$ cat src/rtl/tsc_pkg.sv
// Shared widths and register indexes for the touch sample calibration block.
package tsc_pkg;

   localparam int RAW_W   = 12;
   localparam int SIZE_W  = 13;
   localparam int FLAGS_W = 4;
   localparam int OUT_W   = 12;
   localparam int CSR_IDX_W = 3;

   typedef logic [CSR_IDX_W-1:0] csr_index_type;

   localparam csr_index_type CSR_RAW_MIN_X     = 3'd0;
   localparam csr_index_type CSR_RAW_MAX_X     = 3'd1;
   localparam csr_index_type CSR_RAW_MIN_Y     = 3'd2;
   localparam csr_index_type CSR_RAW_MAX_Y     = 3'd3;
   localparam csr_index_type CSR_SCREEN_WIDTH  = 3'd4;
   localparam csr_index_type CSR_SCREEN_HEIGHT = 3'd5;
   localparam csr_index_type CSR_ORIENTATION   = 3'd6;

   // Orientation flag bit positions.
   localparam int FLAG_INV_X  = 0;
   localparam int FLAG_INV_Y  = 1;
   localparam int FLAG_SWAP   = 2;
   localparam int FLAG_ROT180 = 3;

endpackage

$ cat src/rtl/touch_sample_calibrate.sv
// Top level of the touch sample calibration block: sequencer, shared multiplier and divider.
// Each request carries one sample from a resistive touch controller: a pen-down flag and raw
// 12-bit X and Y readings. One response is produced per request. With the pen down, each axis
// is clamped to its calibrated raw window, scaled by (size - 1) and divided by the window width,
// then optionally inverted, swapped and rotated by 180 degrees; with the pen up the last raw
// and screen coordinates are repeated. The response also flags the start and end of a touch.
// Sequence: a pen-up request goes from idle straight to the hand-over state. A pen-down
// request passes, for each axis in turn, through a load state that forms the product and a
// divide state that yields TOP_W quotient bits, where TOP_W = min(COORD_BITS, 13), because
// both axes share one restoring divider that retires one quotient bit per cycle; it then
// enters the hand-over state. An axis with an empty window skips the divider. The request
// side is not ready while a sample is being worked on; a finished sample waits in the
// hand-over state until the output register is free, and the next request is taken once the
// previous response has been handed over. Configuration registers may be written at any time
// the block is idle and the write port is always ready. The internal axis range saturates at
// 2^COORD_BITS - 1.
module touch_sample_calibrate #(
   parameter int COORD_BITS = 12
) (
   input  logic                             clock,
   input  logic                             reset,
   // Configuration write port
   input  logic                             csr_valid,
   output logic                             csr_ready,
   input  tsc_pkg::csr_index_type           csr_index,
   input  logic [tsc_pkg::SIZE_W-1:0]       csr_wdata,
   // Request channel
   input  logic                             req_valid,
   output logic                             req_ready,
   input  logic                             req_pen_down,
   input  logic [tsc_pkg::RAW_W-1:0]        req_sample_x,
   input  logic [tsc_pkg::RAW_W-1:0]        req_sample_y,
   // Response channel
   output logic                             rsp_valid,
   input  logic                             rsp_ready,
   output logic                             rsp_touching,
   output logic                             rsp_touch_began,
   output logic                             rsp_touch_ended,
   output logic [tsc_pkg::RAW_W-1:0]        rsp_raw_x_report,
   output logic [tsc_pkg::RAW_W-1:0]        rsp_raw_y_report,
   output logic [tsc_pkg::OUT_W-1:0]        rsp_screen_x,
   output logic [tsc_pkg::OUT_W-1:0]        rsp_screen_y
);
   import tsc_pkg::*;

   // The axis maximum never exceeds 2^SIZE_W - 2, so it needs at most SIZE_W bits, and the
   // quotient is never larger than the axis maximum.
   localparam int TOP_W  = (COORD_BITS < SIZE_W) ? COORD_BITS : SIZE_W;
   localparam int PROD_W = RAW_W + TOP_W;
   localparam int CNT_W  = $clog2(TOP_W);
   localparam int EXT_W  = 17;

   localparam logic [1:0] S_IDLE = 2'd0;
   localparam logic [1:0] S_LOAD = 2'd1;
   localparam logic [1:0] S_DIV  = 2'd2;
   localparam logic [1:0] S_DONE = 2'd3;

   // Configuration registers.
   logic [RAW_W-1:0]   raw_min_x_ff, raw_max_x_ff, raw_min_y_ff, raw_max_y_ff;
   logic [SIZE_W-1:0]  screen_width_ff, screen_height_ff;
   logic [FLAGS_W-1:0] orient_ff;

   // Sequencer and captured sample.
   logic [1:0]       state_ff, state_in;
   logic             axis_ff, axis_in;
   logic [CNT_W-1:0] cnt_ff, cnt_in;
   logic             pen_ff;
   logic [RAW_W-1:0] samp_x_ff, samp_y_ff;

   // Shared divider registers: partial remainder, divisor, and the dividend low bits that are
   // shifted out while the quotient bits are shifted in behind them.
   logic [RAW_W-1:0] rem_ff, rem_in;
   logic [RAW_W-1:0] dvs_ff, dvs_in;
   logic [TOP_W-1:0] quo_ff, quo_in;
   logic [TOP_W-1:0] map_x_ff, map_y_ff;

   // Kept state, which is also the response payload.
   logic             last_touching_ff;
   logic             began_ff, ended_ff;
   logic             rsp_valid_ff;
   logic [RAW_W-1:0] kept_raw_x_ff, kept_raw_y_ff;
   logic [OUT_W-1:0] kept_scr_x_ff, kept_scr_y_ff;

   // Axis maxima: size - 1 (a size of 0 acts as 1), saturated at 2^COORD_BITS - 1.
   logic [EXT_W-1:0] coord_mask;
   logic [EXT_W-1:0] top_x_ext, top_y_ext;
   logic [TOP_W-1:0] top_x, top_y;

   assign coord_mask = EXT_W'((64'd1 << COORD_BITS) - 64'd1);

   always_comb begin
      top_x_ext = (screen_width_ff == '0) ? '0 : EXT_W'(screen_width_ff - SIZE_W'(1));
      top_y_ext = (screen_height_ff == '0) ? '0 : EXT_W'(screen_height_ff - SIZE_W'(1));
      if (top_x_ext > coord_mask) begin
         top_x_ext = coord_mask;
      end
      if (top_y_ext > coord_mask) begin
         top_y_ext = coord_mask;
      end
   end

   assign top_x = top_x_ext[TOP_W-1:0];
   assign top_y = top_y_ext[TOP_W-1:0];

   // Operands of the axis currently being worked on.
   logic [RAW_W-1:0]  op_raw, op_lo, op_hi, op_clamp, op_diff;
   logic [TOP_W-1:0]  op_top;
   logic              op_empty;
   logic [PROD_W-1:0] op_prod;

   always_comb begin
      op_raw = axis_ff ? samp_y_ff : samp_x_ff;
      op_lo  = axis_ff ? raw_min_y_ff : raw_min_x_ff;
      op_hi  = axis_ff ? raw_max_y_ff : raw_max_x_ff;
      op_top = axis_ff ? top_y : top_x;
      op_empty = (op_hi <= op_lo);
      priority if (op_raw < op_lo) begin
         op_clamp = op_lo;
      end else if (op_raw > op_hi) begin
         op_clamp = op_hi;
      end else begin
         op_clamp = op_raw;
      end
      op_diff = op_clamp - op_lo;
      op_prod = PROD_W'(op_diff) * PROD_W'(op_top);
   end

   // One restoring division step: bring down the next dividend bit and try the subtraction.
   logic [RAW_W:0]   trial_rem;
   logic [RAW_W+1:0] trial_diff;
   logic             quo_bit;

   always_comb begin
      trial_rem  = {rem_ff, quo_ff[TOP_W-1]};
      trial_diff = {1'b0, trial_rem} - {2'b00, dvs_ff};
      quo_bit    = !trial_diff[RAW_W+1];
   end

   // Orientation stage on the two mapped values.
   logic [TOP_W-1:0] inv_x, inv_y, swp_x, swp_y, fin_x, fin_y;
   logic [SIZE_W-1:0] fin_x_ext, fin_y_ext;

   always_comb begin
      inv_x = orient_ff[FLAG_INV_X] ? (top_x - map_x_ff) : map_x_ff;
      inv_y = orient_ff[FLAG_INV_Y] ? (top_y - map_y_ff) : map_y_ff;
      swp_x = orient_ff[FLAG_SWAP] ? inv_y : inv_x;
      swp_y = orient_ff[FLAG_SWAP] ? inv_x : inv_y;
      if (orient_ff[FLAG_ROT180]) begin
         fin_x = (swp_x > top_x) ? '0 : (top_x - swp_x);
         fin_y = (swp_y > top_y) ? '0 : (top_y - swp_y);
      end else begin
         fin_x = swp_x;
         fin_y = swp_y;
      end
      fin_x_ext = SIZE_W'(fin_x);
      fin_y_ext = SIZE_W'(fin_y);
   end

   logic accept_req;
   logic out_free;
   logic finish;

   assign req_ready  = (state_ff == S_IDLE);
   assign accept_req = req_valid && req_ready;
   assign out_free   = !rsp_valid_ff || rsp_ready;
   assign finish     = (state_ff == S_DONE) && out_free;

   // Sequencer.
   always_comb begin
      state_in = state_ff;
      axis_in  = axis_ff;
      cnt_in   = cnt_ff;
      rem_in   = rem_ff;
      dvs_in   = dvs_ff;
      quo_in   = quo_ff;
      unique case (state_ff)
         S_IDLE: begin
            if (accept_req) begin
               axis_in  = 1'b0;
               state_in = req_pen_down ? S_LOAD : S_DONE;
            end
         end
         S_LOAD: begin
            if (op_empty) begin
               // An empty window maps to zero; the divider is skipped for this axis.
               quo_in = '0;
               if (axis_ff) begin
                  state_in = S_DONE;
               end else begin
                  axis_in = 1'b1;
               end
            end else begin
               rem_in   = op_prod[PROD_W-1:TOP_W];
               quo_in   = op_prod[TOP_W-1:0];
               dvs_in   = op_hi - op_lo;
               cnt_in   = CNT_W'(TOP_W - 1);
               state_in = S_DIV;
            end
         end
         S_DIV: begin
            rem_in = quo_bit ? trial_diff[RAW_W-1:0] : trial_rem[RAW_W-1:0];
            quo_in = {quo_ff[TOP_W-2:0], quo_bit};
            cnt_in = cnt_ff - CNT_W'(1);
            if (cnt_ff == '0) begin
               if (axis_ff) begin
                  state_in = S_DONE;
               end else begin
                  axis_in  = 1'b1;
                  state_in = S_LOAD;
               end
            end
         end
         S_DONE: begin
            if (out_free) begin
               state_in = S_IDLE;
            end
         end
         default: begin
            state_in = S_IDLE;
         end
      endcase
   end

   // Control registers.
   always_ff @(posedge clock) begin
      if (reset) begin
         state_ff         <= S_IDLE;
         rsp_valid_ff     <= 1'b0;
         last_touching_ff <= 1'b0;
         began_ff         <= 1'b0;
         ended_ff         <= 1'b0;
         kept_raw_x_ff    <= '0;
         kept_raw_y_ff    <= '0;
         kept_scr_x_ff    <= '0;
         kept_scr_y_ff    <= '0;
         raw_min_x_ff     <= '0;
         raw_max_x_ff     <= RAW_W'(4095);
         raw_min_y_ff     <= '0;
         raw_max_y_ff     <= RAW_W'(4095);
         screen_width_ff  <= SIZE_W'(320);
         screen_height_ff <= SIZE_W'(240);
         orient_ff        <= '0;
      end else begin
         state_ff <= state_in;
         if (csr_valid) begin
            unique case (csr_index)
               CSR_RAW_MIN_X:     raw_min_x_ff     <= csr_wdata[RAW_W-1:0];
               CSR_RAW_MAX_X:     raw_max_x_ff     <= csr_wdata[RAW_W-1:0];
               CSR_RAW_MIN_Y:     raw_min_y_ff     <= csr_wdata[RAW_W-1:0];
               CSR_RAW_MAX_Y:     raw_max_y_ff     <= csr_wdata[RAW_W-1:0];
               CSR_SCREEN_WIDTH:  screen_width_ff  <= csr_wdata;
               CSR_SCREEN_HEIGHT: screen_height_ff <= csr_wdata;
               CSR_ORIENTATION:   orient_ff        <= csr_wdata[FLAGS_W-1:0];
               default: begin
               end
            endcase
         end
         if (finish) begin
            rsp_valid_ff     <= 1'b1;
            last_touching_ff <= pen_ff;
            began_ff         <= pen_ff && !last_touching_ff;
            ended_ff         <= !pen_ff && last_touching_ff;
            if (pen_ff) begin
               kept_raw_x_ff <= samp_x_ff;
               kept_raw_y_ff <= samp_y_ff;
               kept_scr_x_ff <= fin_x_ext[OUT_W-1:0];
               kept_scr_y_ff <= fin_y_ext[OUT_W-1:0];
            end
         end else if (rsp_ready) begin
            rsp_valid_ff <= 1'b0;
         end
      end
   end

   // Datapath registers.
   always_ff @(posedge clock) begin
      axis_ff <= axis_in;
      cnt_ff  <= cnt_in;
      rem_ff  <= rem_in;
      dvs_ff  <= dvs_in;
      quo_ff  <= quo_in;
      if (accept_req) begin
         pen_ff    <= req_pen_down;
         samp_x_ff <= req_sample_x;
         samp_y_ff <= req_sample_y;
      end
      // Capture each axis result as it leaves the divider or the empty-window bypass.
      if ((state_ff == S_LOAD && op_empty) || (state_ff == S_DIV && cnt_ff == '0)) begin
         if (axis_ff) begin
            map_y_ff <= quo_in;
         end else begin
            map_x_ff <= quo_in;
         end
      end
   end

   assign csr_ready        = 1'b1;
   assign rsp_valid        = rsp_valid_ff;
   assign rsp_touching     = last_touching_ff;
   assign rsp_touch_began  = began_ff;
   assign rsp_touch_ended  = ended_ff;
   assign rsp_raw_x_report = kept_raw_x_ff;
   assign rsp_raw_y_report = kept_raw_y_ff;
   assign rsp_screen_x     = kept_scr_x_ff;
   assign rsp_screen_y     = kept_scr_y_ff;

`ifndef SYNTHESIS
   // A response only appears when the sequencer hands over a finished sample.
   a_rsp_from_done: assert property (@(posedge clock) disable iff (reset)
      $rose(rsp_valid_ff) |-> $past(state_ff == S_DONE))
      else $error("response raised outside the hand-over state");

   // The partial remainder must stay below the divisor throughout the division.
   a_rem_below_divisor: assert property (@(posedge clock) disable iff (reset)
      (state_ff == S_DIV) |-> (rem_ff < dvs_ff))
      else $error("divider remainder not below divisor");

   // A touch cannot begin and end on the same sample, and a beginning implies contact.
   a_edge_consistent: assert property (@(posedge clock) disable iff (reset)
      rsp_valid_ff |-> (!(began_ff && ended_ff) && (!began_ff || last_touching_ff)))
      else $error("inconsistent touch edge flags");

   // A response still waiting must not be dropped before it is taken.
   a_rsp_held: assert property (@(posedge clock) disable iff (reset)
      (rsp_valid_ff && !rsp_ready) |=> rsp_valid_ff)
      else $error("pending response dropped");
`endif

endmodule
$ cat config.mk
export PLATFORM = sky130hd
export DESIGN_NAME = touch_sample_calibrate
export DESIGN_NICKNAME = d
export VERILOG_FILES = /design/src/rtl/tsc_pkg.sv /design/src/rtl/touch_sample_calibrate.sv
export SDC_FILE = /design/constraint.sdc
export NUM_CORES = 1
export LEC_CHECK = 0
export ABC_AREA = 1
export BUFFER_PORTS_ARGS = -buffer_cell sky130_fd_sc_hd__clkbuf_2
export CAP_MARGIN = 20
export CORE_AREA = 2 2 200 202
export DETAILED_ROUTE_END_ITERATION = 12
export DIE_AREA = 0 0 202 204
export PLACE_DENSITY = 0.69
export SYNTH_ARGS = -nofsm -noshare
export SYNTH_HDL_FRONTEND = slang
export SYNTH_SLANG_ARGS = --single-unit
$ cat constraint.sdc
create_clock -name clock -period 8.8 [get_ports clock]
set_clock_uncertainty 0.2 [all_clocks]
set_input_delay 1.76 -clock clock [delete_from_list [all_inputs] [get_ports clock]]
set_output_delay 1.76 -clock clock [all_outputs]
set_load 0.1 [all_outputs]
## Word level (Yosys, flattened, before mapping)

Index checks and enable logic that the tools add are counted.

| word-level totals | value |
|---|---|
| flip-flop bits (word level) | 222 |
| input bits | 46 |
| output and inout port bits | 54 |
| logic and storage cells | 134 |

| operators by class | value |
|---|---|
| $add $sub $neg | 10 |
| $mul | 1 |
| order comparisons | 7 |
| equal/unequal tests | 15 |
| multiplexer cells | 39 |
| bitwise logic cells | 2 |
| reductions and logical operators | 34 |

Operators by type and width:

| operator | count |
|---|---|
| $mux W12 | 19 |
| $sub A12 B12 Y12 | 6 |
| $pmux W12 S2 | 2 |
| $gt A12 B12 Y1 | 3 |
| $gt A17 B12 Y1 const B | 2 |
| $mux W17 | 2 |
| $sub A13 B1 Y14 const B | 2 |
| $logic_not A13 Y1 | 2 |
| $mul A12 B12 Y24 | 1 |
| $reduce_and A2 Y1 | 12 |
| $mux W2 | 7 |
| $sub A13 B12 Y14 | 1 |
| $le A12 B12 Y1 | 1 |
| $lt A12 B12 Y1 | 1 |
| $eq A3 B3 Y1 const B | 3 |
| $pmux W2 S4 | 1 |
| $pmux W4 S2 | 1 |
| $reduce_and A4 Y1 | 2 |
| $eq A3 B2 Y1 const B | 2 |
| $logic_and A1 B1 Y1 | 6 |
| $ne A2 B2 Y1 const B | 3 |
| $mux W1 | 5 |
| $eq A2 B2 Y1 const B | 2 |
| $logic_not A1 Y1 | 4 |
| other kinds (14) | 18 |

## Longest topological paths before layout

| depth | value |
|---|---|
| word-level depth | 10 |
| mapped depth | 49 |

## Least setup slack after synthesis

Ideal clock, no wire load.

| timing | value |
|---|---|
| path kind | flip-flop to flip-flop |
| start | register axis_ff |
| end | register rem_ff[6], data pin |
| arrival time | 7.818 ns |
| setup slack | 0.524 ns |
| cell stages (with the launch flop) | 45 |
| path buffers | 4 |
| cells stage by stage | edfxtp_1 > inv_2 > clkbuf_1 > buf_2 > buf_2 > nand2_1 > nand2_1 > ha_1 > a21oi_1 > o21ai_0 > nand2_1 > nand3_1 > nand2_2 > clkbuf_1 > o211ai_1 > o21ai_1 > ha_1 > inv_1 > (+9 left out) > inv_2 > nand2_1 > fa_1 > inv_1 > fa_1 > fa_1 > fa_1 > inv_1 > fa_1 > inv_1 > ha_1 > a21oi_1 > o21ai_0 > a21oi_1 > o21ai_0 > or2_2 > nand3_1 > nand2_1 |

| between the ends | value |
|---|---|
| word-level cells in the longest chain between the ends | 8 |

Ends and longest elaborated chain:

| what | line | RTL |
|---|---|---|
| start: declaration | touch_sample_calibrate.sv:65 | `logic axis_ff, axis_in;` |
| start signal: assignment | touch_sample_calibrate.sv:277 | `axis_ff <= axis_in;` |
| $mux W12, on equally long branches | touch_sample_calibrate.sv:112, touch_sample_calibrate.sv:114 |  |
| $gt A12 B12 Y1 | touch_sample_calibrate.sv:119 | `end else if (op_raw > op_hi) begin` |
| $mux W12 | touch_sample_calibrate.sv:119 |  |
| $mux W12 | touch_sample_calibrate.sv:117 | `priority if (op_raw < op_lo) begin` |
| $sub A12 B12 Y12 | touch_sample_calibrate.sv:124 | `op_diff = op_clamp - op_lo;` |
| $mul A12 B12 Y24 (*) | touch_sample_calibrate.sv:125 | `op_prod = PROD_W'(op_diff) * PROD_W'(op_top);` |
| $mux W12 (*) | touch_sample_calibrate.sv:184 | `if (op_empty) begin` |
| $pmux W12 S2 (*) | touch_sample_calibrate.sv:176 | `unique case (state_ff)` |
| via rem_in[6] | touch_sample_calibrate.sv:72 | `logic [RAW_W-1:0] rem_ff, rem_in;` |
| end signal: assignment | touch_sample_calibrate.sv:279 | `rem_ff <= rem_in;` |
| end: declaration | touch_sample_calibrate.sv:72 |  |

The timed path passes the listed nets; every way through them passes the cells marked *. The select of a mux whose other input is x is not followed.
A chain may end at the register's enable or synchronous reset.

## Final worst setup path

| timing | value |
|---|---|
| start | register axis_ff |
| end | register rem_ff[8], data pin |

The elaborated chain is that of the path after synthesis.

==> results summary <==
The final-report max-slew violation count came out at 0. The detailed router placed 17946 vias in this run. The startpoint identified for the worst hold timing path is raw_min_y_ff[0]. The via-per-instance ratio is 5.52.

Of the cells placed in the final design, the portion with a size suffix greater than 1 is 0.120. The cell area after layout is 0.0217 mm². The final critical delay including setup and external delays is 8470 ps. The tightest min-delay check is of the reg2reg type.

The post-synthesis cell area came out at 0.0193 mm². The number of cells traversed by the worst hold path came out at 2. In the layout the commonest cells are sky130_fd_sc_hd__nand2_1, sky130_fd_sc_hd__inv_1, sky130_fd_sc_hd__nor2_1. The cell accounting for the most synthesized area is sky130_fd_sc_hd__dfxtp_1. Counting along the longest clock path gives a buffer depth of 3. TritonCTS built the clock tree.

The die covers 0.0412 mm². In this run, synthesis inferred 78 flip-flops with an integrated enable. The delay of the slowest cell on the worst path came out at 540 ps. The relative max-transition margin is 0.222. The initial utilization of the core area, before any placement, comes to 0.494. For this run, the post-layout net count is 3031. The sum of net half-perimeters after detailed placement is 45200 µm. The run finished with clean final reports. The worst register-to-register path ends at rem_ff[8]. The highest clock rate is 118 MHz. The via count of the first global-routing pass is 17335. The most common cell after layout, fill and taps aside is sky130_fd_sc_hd__nand2_1. At the end of routability-driven placement, the weighted congestion stood at 0.976.

The path depth of the worst reg2reg path came out at 44. The worst setup slack for register-to-register paths came out at 330 ps. The net count after synthesis is 2915.

The worst setup slack after placement is 121 ps. The standard cell core area is 0.0392 mm². The total count of hold-check failures in the final report is 0. The number of antenna violations at the first check in global routing came to 2. The count of unique library cells instantiated by Yosys is 67. The cell sitting at the root of the clock tree is a sky130_fd_sc_hd__clkbuf_16. The y dimension of the die is 204 µm.

The data arrival time of the worst path came out at 8600 ps. The area growth from synthesis to layout came out at 12.1%. By area the synthesized netlist is led by sky130_fd_sc_hd__dfxtp_1, sky130_fd_sc_hd__edfxtp_1, sky130_fd_sc_hd__ha_1, sky130_fd_sc_hd__fa_1, sky130_fd_sc_hd__nand2_1. The slowest stage of the critical path is the sky130_fd_sc_hd__fa_1 cell. The number of rows created at floorplan is 73.

100 I/O pins were placed. Synthesis produced 2588 cells. At the pin with the least slew margin, the transition time is 1160 ps. Buffers inserted during clock tree synthesis total 26. The worst path meets setup with 332 ps of slack. Across the run, the number of max-cap violations was 0. The number of setup violations in the final report is 0.

Buffers placed on the I/O ports in this run total 98. Averaged over all synthesized cells, the footprint is 7.47 µm². Before antenna repair, the detailed router went through 5 iterations. The floorplan step set the die width to 202 µm. The kind of cell adding the most delay to the critical path is adder cells. The clock latency of the later-clocked register in the worst-skew pair came out at 590 ps. The CTS clock-pin slew for the worst setup and hold paths is 70 ps. The number of antenna-violating nets in the routed design came out at 0. Dividing the detail-routed wire length by the instance count gives 17.6 µm.

The remaining design rule violation count came out at 0. Entering global routing, the biggest net connects 76 pins. The sum of buffers and inverters on the critical path came out at 7. After global routing the overflow that remains totals 0. Dividing the final minimum period by the clock period gives 0.962. The share of flip-flops with an asynchronous set or reset after synthesis came out at 0. The number of register bits inferred by synthesis came out at 222.

At the worst endpoint, the required time is 8930 ps. For hold timing, the worst endpoint is raw_min_y_ff[0]. The count of warnings emitted by yosys is 0. The placed standard-cell area is 0.0205 mm². The most prevalent standard cell on the critical path is sky130_fd_sc_hd__nand2_1.

The clock sink count is 222. The startpoint of the most critical register-to-register path is axis_ff. The share of the Yosys chip area taken by registers is 0.270. The element type at the critical path start is a register.

The maximum fanout encountered on the critical timing path came out at 12. 0 antenna diodes ended up in the layout. The final routed wirelength across all metal layers is 57200 µm. For this run, the total global-route usage over all layers was measured as 0.275. The type of destination of the critical path is a register. The wire length of the first global-routing pass is 90300 µm. CTS built an H-tree with a depth of 1. For this run, the leading register cell type out of synthesis is sky130_fd_sc_hd__dfxtp_1. The DRC marker count from the first detailed-route iteration is 1325.

The path type of the worst setup path is reg2reg. The top-area cell type share of the netlist area is 0.149.
## kinds of logic after synthesis
group / Yosys count / share of synthesized area
XOR/XNOR: 62 / 0.0298
flip-flops: 222 / 0.270
other: 1 / 0.000194
adder cells (fa/ha/maj): 281 / 0.223
AO/OA/AOI/OAI: 488 / 0.142
buffers and inverters: 446 / 0.0892
AND/OR/NAND/NOR: 1075 / 0.239
multiplexers: 13 / 0.00673
## registers in the layout, indices dropped and copies added (netlist names), 2 cells and up
register / count
dvs_ff: 12
orient_ff: 4
screen_width_ff: 13
rsp_raw_y_report: 12
samp_y_ff: 12
cnt_ff: 4
samp_x_ff: 12
map_x_ff: 12
raw_max_y_ff: 12
raw_min_x_ff: 12
rem_ff: 12
raw_min_y_ff: 12
rsp_screen_x: 12
rsp_screen_y: 12
raw_max_x_ff: 12
quo_ff: 12
rsp_raw_x_report: 12
screen_height_ff: 13
state_ff: 2
map_y_ff: 12
## area by class of cell
cell class	instances	area, µm²
Multi-Input combinational cell	1920	12500
Inverter	374	1420
Clock buffer	37	753
Clock inverter	11	115
Fill cell	3737	17500
Tap cell	525	657
Timing Repair Buffer	158	981
Sequential cell	222	5230
Timing Repair inverter	2	12.5
## synth_stat cells (4+ instances only)
cell type,n
sky130_fd_sc_hd__nand2_2,10
sky130_fd_sc_hd__a21oi_1,209
sky130_fd_sc_hd__inv_2,22
sky130_fd_sc_hd__a21o_1,7
sky130_fd_sc_hd__mux2i_1,13
sky130_fd_sc_hd__inv_1,349
sky130_fd_sc_hd__nor3_1,17
sky130_fd_sc_hd__xnor2_1,17
sky130_fd_sc_hd__dfxtp_1,144
sky130_fd_sc_hd__buf_2,13
sky130_fd_sc_hd__nor2_1,232
sky130_fd_sc_hd__o21ai_0,155
sky130_fd_sc_hd__nand2_1,565
sky130_fd_sc_hd__fa_1,107
sky130_fd_sc_hd__xor2_1,42
sky130_fd_sc_hd__nand4_1,24
sky130_fd_sc_hd__nand3_2,6
sky130_fd_sc_hd__or2_1,4
sky130_fd_sc_hd__nand3b_1,5
sky130_fd_sc_hd__nor2_2,5
sky130_fd_sc_hd__o21ai_2,4
sky130_fd_sc_hd__clkbuf_1,45
sky130_fd_sc_hd__o21bai_1,9
sky130_fd_sc_hd__or2_2,21
sky130_fd_sc_hd__a31oi_1,10
sky130_fd_sc_hd__nand3_1,163
sky130_fd_sc_hd__buf_1,9
sky130_fd_sc_hd__o21a_1,16
sky130_fd_sc_hd__ha_1,174
sky130_fd_sc_hd__edfxtp_1,78
sky130_fd_sc_hd__o211ai_1,29
sky130_fd_sc_hd__o21ai_1,22
sky130_fd_sc_hd__a21oi_2,5
## per-stage QoR
step / TNS [ps] / hold slack (ps) / instances / utilization
after floorplan: 0 / 221 / 2588 / -
after global placement: 0 / 238 / 3189 / 0.524
after detailed placement: 0 / 257 / 3189 / 0.524
after CTS: 0 / 267 / 3237 / 0.547
after global routing: -235 / 287 / 3249 / 0.553
final: 0 / 262 / 3249 / 0.553
## worst max path at each step
stage | to | slack [ps] | startpoint | depth (start not counted)
after floorplan | rem_ff[6] | 520 | axis_ff | 44
after global placement | rem_ff[8] | 330 | axis_ff | 40
after detailed placement | rem_ff[8] | 120 | axis_ff | 40
after CTS | rem_ff[8] | 130 | axis_ff | 40
after global routing | rem_ff[8] | -90 | axis_ff | 42
final | rem_ff[8] | 330 | axis_ff | 44
## worst min-delay path, cell delays in order (launching register included)
cell and delay (ps):
sky130_fd_sc_hd__dfxtp_1 300, sky130_fd_sc_hd__inv_1 60, sky130_fd_sc_hd__a21oi_1 60
## routing by layer
| metal | vias up | GRT usage | share of wire |
|---|---|---|---|
| li1 | 8696 | - | - |
| met1 | 8443 | 0.359 | 0.43 |
| met2 | 633 | 0.449 | 0.45 |
| met3 | 170 | 0.0394 | 0.067 |
| met4 | 4 | 0.133 | 0.053 |
| met5 | - | 0 | 0.00042 |
## repair_timing
item | in CTS | in global routing
setup buffers | 0 | 6
setup endpoints to repair | 0 | 20
hold buffers | 0 | 0
resized for setup | 0 | 46
Power is left out: the tool's default activity adds up to more than one toggle a clock period on the data nets, which glitch-free logic cannot reach.
